### src/roi_chain_propagation_core_defines.svh
// Assertion macros for the ROI chain propagation core.
// Included by the RTL files that carry assertions; needs clk and rst_n in scope.
`ifndef ROI_CHAIN_PROPAGATION_CORE_DEFINES_SVH
`define ROI_CHAIN_PROPAGATION_CORE_DEFINES_SVH

// same-cycle implication, checked outside reset
`define RCP_ASSERT_IMPL(label, ante, cons, msg) \
    label: assert property (@(posedge clk) disable iff (!rst_n) (ante) |-> (cons)) \
        else $error(msg);

// next-cycle implication, checked outside reset
`define RCP_ASSERT_NEXT(label, ante, cons, msg) \
    label: assert property (@(posedge clk) disable iff (!rst_n) (ante) |=> (cons)) \
        else $error(msg);

`endif

### src/rcp_pkg.sv
// Shared types, constants and saturation helpers of the ROI chain propagation core.
// No dependencies.
`default_nettype none

package rcp_pkg;

    localparam int COORD_W     = 32;
    localparam int SUM_W       = COORD_W + 2;
    localparam int COORD_LIMIT = 1073741824;
    localparam int PADDR_W     = 3;
    localparam int PDATA_W     = 32;

    localparam logic [PADDR_W-3:0] REG_DIRECTION = 1'b0;

    localparam logic DIR_BACKWARD = 1'b0;
    localparam logic DIR_FORWARD  = 1'b1;

    typedef struct packed {
        logic                      start_req;
        logic signed [COORD_W-1:0] start_x0;
        logic signed [COORD_W-1:0] start_y0;
        logic signed [COORD_W-1:0] start_x1;
        logic signed [COORD_W-1:0] start_y1;
        logic signed [COORD_W-1:0] reach_left;
        logic signed [COORD_W-1:0] reach_right;
        logic signed [COORD_W-1:0] reach_up;
        logic signed [COORD_W-1:0] reach_down;
        logic signed [COORD_W-1:0] shift_x;
        logic signed [COORD_W-1:0] shift_y;
    } in_item_t;

    typedef struct packed {
        logic signed [COORD_W-1:0] out_x0;
        logic signed [COORD_W-1:0] out_y0;
        logic signed [COORD_W-1:0] out_x1;
        logic signed [COORD_W-1:0] out_y1;
        logic                      is_empty;
    } out_item_t;

    typedef struct packed {
        logic signed [COORD_W-1:0] x0;
        logic signed [COORD_W-1:0] y0;
        logic signed [COORD_W-1:0] x1;
        logic signed [COORD_W-1:0] y1;
    } rect_t;

    function automatic logic signed [SUM_W-1:0] sext(input logic signed [COORD_W-1:0] v);
        sext = {{(SUM_W-COORD_W){v[COORD_W-1]}}, v};
    endfunction

    function automatic logic signed [COORD_W-1:0] sat(
        input logic signed [SUM_W-1:0] v,
        input logic signed [SUM_W-1:0] lim
    );
        logic signed [SUM_W-1:0] r;
        if (v < -lim)
        begin
            r = -lim;
        end
        else if (v > lim)
        begin
            r = lim;
        end
        else
        begin
            r = v;
        end
        sat = r[COORD_W-1:0];
    endfunction

    function automatic logic rect_empty(input rect_t r);
        rect_empty = (r.x0 >= r.x1) || (r.y0 >= r.y1);
    endfunction

endpackage

`default_nettype wire

### src/roi_chain_propagation_core.sv
// Top level of the ROI chain propagation core: handshake stages and rectangle state.
// Depends on rcp_pkg, rcp_cfg, rcp_step and roi_chain_propagation_core_defines.svh.
`default_nettype none
`include "roi_chain_propagation_core_defines.svh"

// Takes one dilate-and-translate operation per transaction and returns the held
// rectangle after it. Throughput is one transaction per clock unless a stalled,
// full result register holds the input register; a taken transaction waits in the
// input register, and the step then loads the result register, which offers the
// result until it is taken. The step from the input register through the
// translate and dilate saturation into the rectangle register sets this rate, as
// each operation needs the rectangle left by the one before. The result register
// lets a new transaction enter while an earlier result waits to be taken. Write
// the direction register only while no transaction is in flight.
module roi_chain_propagation_core #(
    parameter int COORD_LIMIT = rcp_pkg::COORD_LIMIT
) (
    input  wire logic                        clk,
    input  wire logic                        rst_n,
    input  wire logic                        item_valid,
    output logic                             item_stall,
    input  wire rcp_pkg::in_item_t           item,
    output logic                             result_valid,
    input  wire logic                        result_stall,
    output rcp_pkg::out_item_t               result,
    input  wire logic                        psel,
    input  wire logic                        penable,
    input  wire logic                        pwrite,
    input  wire logic [rcp_pkg::PADDR_W-1:0] paddr,
    input  wire logic [rcp_pkg::PDATA_W-1:0] pwdata,
    output logic      [rcp_pkg::PDATA_W-1:0] prdata,
    output logic                             pready
);

    logic               direction;
    logic               in_valid_reg;
    logic               in_valid_next;
    rcp_pkg::in_item_t  in_item_reg;
    logic               result_valid_reg;
    logic               result_valid_next;
    rcp_pkg::out_item_t result_reg;
    rcp_pkg::rect_t     cur_rect_reg;
    rcp_pkg::rect_t     step_rect;
    logic               step_empty;
    logic               out_free;
    logic               fire;
    logic               take;

    rcp_cfg u_cfg (
        .clk       (clk),
        .rst_n     (rst_n),
        .psel      (psel),
        .penable   (penable),
        .pwrite    (pwrite),
        .paddr     (paddr),
        .pwdata    (pwdata),
        .prdata    (prdata),
        .pready    (pready),
        .direction (direction)
    );

    rcp_step #(
        .COORD_LIMIT (COORD_LIMIT)
    ) u_step (
        .direction (direction),
        .item      (in_item_reg),
        .cur       (cur_rect_reg),
        .nxt       (step_rect),
        .nxt_empty (step_empty)
    );

    assign out_free   = !result_valid_reg || !result_stall;
    assign fire       = in_valid_reg && out_free;
    assign item_stall = in_valid_reg && !out_free;
    assign take       = item_valid && !item_stall;

    always_comb
    begin
        in_valid_next = in_valid_reg;
        if (take)
        begin
            in_valid_next = 1'b1;
        end
        else if (fire)
        begin
            in_valid_next = 1'b0;
        end

        result_valid_next = result_valid_reg;
        if (fire)
        begin
            result_valid_next = 1'b1;
        end
        else if (!result_stall)
        begin
            result_valid_next = 1'b0;
        end
    end

    always_ff @(posedge clk or negedge rst_n)
    begin
        if (!rst_n)
        begin
            in_valid_reg     <= 1'b0;
            result_valid_reg <= 1'b0;
            cur_rect_reg     <= '0;
        end
        else
        begin
            in_valid_reg     <= in_valid_next;
            result_valid_reg <= result_valid_next;
            if (fire)
            begin
                cur_rect_reg <= step_rect;
            end
        end
    end

    always_ff @(posedge clk)
    begin
        if (take)
        begin
            in_item_reg <= item;
        end
        if (fire)
        begin
            result_reg.out_x0   <= step_rect.x0;
            result_reg.out_y0   <= step_rect.y0;
            result_reg.out_x1   <= step_rect.x1;
            result_reg.out_y1   <= step_rect.y1;
            result_reg.is_empty <= step_empty;
        end
    end

    assign result_valid = result_valid_reg;
    assign result       = result_reg;

    `RCP_ASSERT_IMPL(a_empty_is_zero, result_valid && result.is_empty,
        result.out_x0 == 0 && result.out_y0 == 0 && result.out_x1 == 0 && result.out_y1 == 0,
        "empty result is not the all-zero rectangle")
    `RCP_ASSERT_IMPL(a_nonempty_ordered, result_valid && !result.is_empty,
        result.out_x0 < result.out_x1 && result.out_y0 < result.out_y1,
        "non-empty result has crossed edges")
    `RCP_ASSERT_IMPL(a_state_matches_result, result_valid,
        cur_rect_reg.x0 == result.out_x0 && cur_rect_reg.y0 == result.out_y0
        && cur_rect_reg.x1 == result.out_x1 && cur_rect_reg.y1 == result.out_y1,
        "held rectangle differs from the last result")
    `RCP_ASSERT_NEXT(a_fire_gives_result, fire, result_valid,
        "stepped transaction produced no result")
    `RCP_ASSERT_IMPL(a_stall_only_when_full, item_stall,
        in_valid_reg && result_valid_reg && result_stall,
        "input stalled while a stage is free")

endmodule

`default_nettype wire

### src/rcp_cfg.sv
// APB register file of the ROI chain propagation core: the direction register.
// Depends on rcp_pkg.
`default_nettype none

module rcp_cfg (
    input  wire logic                        clk,
    input  wire logic                        rst_n,
    input  wire logic                        psel,
    input  wire logic                        penable,
    input  wire logic                        pwrite,
    input  wire logic [rcp_pkg::PADDR_W-1:0] paddr,
    input  wire logic [rcp_pkg::PDATA_W-1:0] pwdata,
    output logic      [rcp_pkg::PDATA_W-1:0] prdata,
    output logic                             pready,
    output logic                             direction
);

    logic direction_reg;
    logic direction_next;
    logic wr_dir;

    assign pready = 1'b1;
    assign wr_dir = psel && penable && pwrite && pready
                    && (paddr[rcp_pkg::PADDR_W-1:2] == rcp_pkg::REG_DIRECTION);

    always_comb
    begin
        direction_next = direction_reg;
        if (wr_dir)
        begin
            direction_next = pwdata[0];
        end
    end

    always_ff @(posedge clk or negedge rst_n)
    begin
        if (!rst_n)
        begin
            direction_reg <= rcp_pkg::DIR_BACKWARD;
        end
        else
        begin
            direction_reg <= direction_next;
        end
    end

    always_comb
    begin
        prdata = '0;
        if (paddr[rcp_pkg::PADDR_W-1:2] == rcp_pkg::REG_DIRECTION)
        begin
            prdata[0] = direction_reg;
        end
    end

    assign direction = direction_reg;

endmodule

`default_nettype wire

### src/rcp_step.sv
// One translate-and-dilate step on the held rectangle or on the start rectangle of
// the item, with saturation and empty collapse. Depends on rcp_pkg.
`default_nettype none

module rcp_step #(
    parameter int COORD_LIMIT = rcp_pkg::COORD_LIMIT
) (
    input  wire logic              direction,
    input  wire rcp_pkg::in_item_t item,
    input  wire rcp_pkg::rect_t    cur,
    output rcp_pkg::rect_t         nxt,
    output logic                   nxt_empty
);

    localparam logic signed [rcp_pkg::SUM_W-1:0] LIM = rcp_pkg::SUM_W'(COORD_LIMIT);

    rcp_pkg::rect_t                     base;
    rcp_pkg::rect_t                     t;
    rcp_pkg::rect_t                     e;
    logic signed [rcp_pkg::SUM_W-1:0]   dx;
    logic signed [rcp_pkg::SUM_W-1:0]   dy;
    logic signed [rcp_pkg::COORD_W-1:0] lo_x;
    logic signed [rcp_pkg::COORD_W-1:0] hi_x;
    logic signed [rcp_pkg::COORD_W-1:0] lo_y;
    logic signed [rcp_pkg::COORD_W-1:0] hi_y;
    logic                               any_empty;

    always_comb
    begin
        if (item.start_req)
        begin
            base.x0 = item.start_x0;
            base.y0 = item.start_y0;
            base.x1 = item.start_x1;
            base.y1 = item.start_y1;
        end
        else
        begin
            base = cur;
        end

        if (direction == rcp_pkg::DIR_FORWARD)
        begin
            dx   = rcp_pkg::sext(item.shift_x);
            dy   = rcp_pkg::sext(item.shift_y);
            lo_x = item.reach_right;
            hi_x = item.reach_left;
            lo_y = item.reach_down;
            hi_y = item.reach_up;
        end
        else
        begin
            dx   = -rcp_pkg::sext(item.shift_x);
            dy   = -rcp_pkg::sext(item.shift_y);
            lo_x = item.reach_left;
            hi_x = item.reach_right;
            lo_y = item.reach_up;
            hi_y = item.reach_down;
        end

        t.x0 = rcp_pkg::sat(rcp_pkg::sext(base.x0) + dx, LIM);
        t.y0 = rcp_pkg::sat(rcp_pkg::sext(base.y0) + dy, LIM);
        t.x1 = rcp_pkg::sat(rcp_pkg::sext(base.x1) + dx, LIM);
        t.y1 = rcp_pkg::sat(rcp_pkg::sext(base.y1) + dy, LIM);

        e.x0 = rcp_pkg::sat(rcp_pkg::sext(t.x0) - rcp_pkg::sext(lo_x), LIM);
        e.y0 = rcp_pkg::sat(rcp_pkg::sext(t.y0) - rcp_pkg::sext(lo_y), LIM);
        e.x1 = rcp_pkg::sat(rcp_pkg::sext(t.x1) + rcp_pkg::sext(hi_x), LIM);
        e.y1 = rcp_pkg::sat(rcp_pkg::sext(t.y1) + rcp_pkg::sext(hi_y), LIM);

        any_empty = rcp_pkg::rect_empty(base) || rcp_pkg::rect_empty(t)
                    || rcp_pkg::rect_empty(e);

        if (any_empty)
        begin
            nxt = '0;
        end
        else
        begin
            nxt = e;
        end
    end

    assign nxt_empty = any_empty;

endmodule

`default_nettype wire

### config.mk
export PLATFORM = sky130hd
export DESIGN_NAME = roi_chain_propagation_core
export DESIGN_NICKNAME = d
export VERILOG_FILES = /design/src/rcp_pkg.sv /design/src/roi_chain_propagation_core.sv /design/src/rcp_cfg.sv /design/src/rcp_step.sv
export VERILOG_INCLUDE_DIRS = /design/src /design/src/src
export SDC_FILE = /design/constraint.sdc
export NUM_CORES = 2
export LEC_CHECK = 0
export BUFFER_PORTS_ARGS = -buffer_cell sky130_fd_sc_hd__buf_2
export CAP_MARGIN = 5
export CORE_ASPECT_RATIO = 0.7
export CORE_UTILIZATION = 40
export CTS_BUF_LIST = sky130_fd_sc_hd__clkbuf_8
export CTS_CLUSTER_SIZE = 14
export DETAILED_ROUTE_END_ITERATION = 7
export MAX_ROUTING_LAYER = met4
export PLACE_DENSITY_LB_ADDON = 0.1
export SETUP_SLACK_MARGIN = 0.3
export SKIP_LAST_GASP = 1
export SYNTH_ARGS = -nofsm -noshare
export SYNTH_HDL_FRONTEND = slang
export SYNTH_SLANG_ARGS = --single-unit
### constraint.sdc
create_clock -name clk -period 10.37 [get_ports clk]
set_clock_uncertainty 0.15 [all_clocks]
set_input_delay 0.5185 -clock clk [delete_from_list [all_inputs] [get_ports clk]]
set_output_delay 0.5185 -clock clk [all_outputs]
set_load 0.02 [all_outputs]
==> reports/qor.csv <==
metric,value,unit
io_buffer_count,461,
required,10.95,ns
tightest_slew,1.081,ns
slew_headroom,27.69,%
insertion_delay,0.87,ns
tritoncts,done,
dpl_cell_area,63490,um2
max-vdd-ir-drop,188.3,uV
ys_seq_area_share,35.58,%
ys_types,97,
rsz0062_at_grt,yes,
cts_root_buf,clkbuf_8,
worst_hold_slack,0.1362,ns
fin_cells,9010,
min_period_over_period,114.4,%
fp.coreArea,117100,um2
grt_pass1_wl,316500,um
synth_edf_count,450,
endpoint_kind,flip-flop,
routabilityCongestion,1.029,
viasPerCell,5.644,
dr_total_vias,50850,
synth_common_cells,"ha_1 (454), edfxtp_1 (450), nand2_1 (408), a21oi_1 (369), nor2_1 (311)",
placedCellCount,8411,
fmax,0.08430,GHz
cts_inserted_buffers,91,
finalMaxSlewViolations,0,
firstDrtPassIters,6,
p_total,18.63,mW
area_delta_synth_final,53.80,%
pwr_density_cell,256.7,nW/um2
syn_area,47190,um2
clk_pin_slew_worst_paths,0.07,ns
drive_gt1_share,39.97,%
grt_pass1_vias,47270,
path_common_cell,buf_4,
start_util,40.31,%
p_leak,33.16,nW
overflow,0,
ys_ff_latch,581,
grt_max_degree,79,
fin_nets,8199,
die_area,119400,um2
drtAntennaViolNets,0,
synth_cells,4994,
antenna_found_initial,13,
violations,negative setup slack,
synth_most_common_cell,ha_1,
io_pins,527,
die_w,412.5,um
routed_wl,224100,um
async_flop_share,22.55,%
setup_viol_count_final,257,
r2r-start,in_item_reg[37]$_DFFE_PP_,
fin_util,62.00,%
setup_ws,-1.493,ns
cp-startpoint,in_item_reg[37]$_DFFE_PP_,
hold_violations,0,
min-delay-path-class,in -> async,
post_drt_wl_per_cell,24.88,um
synth_area_leaders,"edfxtp_1 (29%), ha_1 (12%), dfrtp_1 (6.9%)",
grt_use_total,37.44,%
drc,0,
num_rows,105,
crit_fanout,7,
drt_iter0_drc,5967,
cts_max_level,3,
period_minus_slack,11.86,ns
slowest_stage,or4_4,
dieHeight,289.4,um
maxCapViolCount,0,
largest_register_ffs,321,
hpwl,177900,um
clock_path_buffers,3,
synth_top_area_share,28.64,%
arrival,12.44,ns
finalInstanceArea,72580,um2
yosys.area.top_type,edfxtp_1,
syn_avg_cell_area,9.449,um2
start_kind,flip-flop,
outcome,"finished, violations left",
ys.flop_type,edfxtp_1,
cts_sinks,581,
path_class,reg -> reg,
cpPeakStageDelay,0.73,ns
yosys_warnings,0,
## area by class of cell
type / count / area [um2]
Timing Repair Buffer: 2533 / 19610
Multi-Input combinational cell: 3994 / 31780
Tap cell: 1551 / 1941
Fill cell: 9994 / 44480
Antenna cell: 8 / 20.02
Clock buffer: 101 / 1390
Sequential cell: 581 / 16790
Clock inverter: 69 / 387.9
Inverter: 173 / 654.4
## metal layers
metal  share of wire, %  up-vias  GRT usage (%)
met5                  0        -              -
met4                1.1        0          5.083
met3                 12      166          11.80
met2                 36     2366          44.45
met1                 51    24610          59.80
li1                   -    23710              -
## path summary, 6_finish.rpt
path	to	slack, ns	cells after the start
max	cur_rect_reg[96]$_DFFE_PN0P_	-1.49	47
min	u_cfg.direction$_DFFE_PN0P_	0.14	2
max reg2reg	cur_rect_reg[96]$_DFFE_PN0P_	-1.49	47
min reg2reg	cur_rect_reg[59]$_DFFE_PN0P_	0.33	2
max in group asynchronous	cur_rect_reg[118]$_DFFE_PN0P_	8.05	4
min in group clk	in_item_reg[151]$_DFFE_PP_	0.22	2
## cells in the final DEF, fill, tap and decap left out, types with 28 or more instances in the layout
cell / n
nand3_1: 107
and3_1: 64
nand2_1: 402
dfrtp_1: 130
o31ai_1: 28
o21ai_0: 175
nand4_1: 104
nor2b_1: 41
buf_2: 461
edfxtp_1: 450
a211oi_2: 47
nor2_1: 302
nor3_2: 43
mux2i_1: 147
ha_1: 442
o21bai_1: 33
o31ai_4: 94
buf_4: 1663
or2_2: 48
dlygate4sd3_1: 327
nor3_1: 95
nand2b_1: 41
buf_12: 46
inv_1: 207
a21o_1: 157
and2_1: 46
a31oi_1: 60
a211oi_1: 60
conb_1: 32
o21a_1: 49
clkbuf_8: 101
a21oi_1: 337
xnor2_1: 108
xor2_1: 132
a31o_2: 30
o211ai_1: 47
mux2_2: 139
a21oi_2: 29
## what timing repair did
action	in CTS	in global routing
setup endpoints to repair	257	257
gates cloned	11	3
resized for setup	326	233
hold buffers	327	0
pin swaps	71	68
endpoints found under the hold margin	368	0
buffers inserted	53	27
## kinds of logic (layout without fill, tap and decap cells)
family | Yosys count | count (layout) | synth area share [%]
AOI/OAI and AO/OA | 1448 | 1448 | 20.89
xor gates and xnor gates | 259 | 259 | 4.807
adders and majority gates | 462 | 462 | 12.38
buffers and inverters | 452 | 2876 | 3.980
DFF | 581 | 581 | 35.58
muxes | 286 | 286 | 6.435
other | 2 | 40 | 0.01591
and+or+nand+nor | 1504 | 1507 | 15.91
## critical path: cells and delay by family (launching register included)
kind	cells	cell delay (ns)
AND/OR/NAND/NOR	19	5.69
AO/OA/AOI/OAI	13	2.55
adder cells (fa/ha/maj)	3	0.82
flip-flops	1	0.39
XOR/XNOR	1	0.14
multiplexers	1	0.22
buffers and inverters	10	1.71
## report_power, final
| part | total, mW | internal (mW) | switching, mW | leakage [nW] |
|---|---|---|---|---|
| Sequential | 2.75 | 2.67 | 0.0816 | 6.19 |
| Combinational | 13.9 | 5.93 | 7.96 | 25.9 |
| Clock | 1.99 | 0.954 | 1.03 | 1.03 |
## stage by stage
step / setup WS, ns / setup TNS, ns
floorplan: -0.1702 / -6.243
global placement: -2.451 / -600.71
detailed placement: -2.493 / -597.52
CTS: -1.227 / -283.28
global route: -1.800 / -430.11
finish: -1.493 / -352.48
No activity file was read; power rests on OpenSTA's default activity.
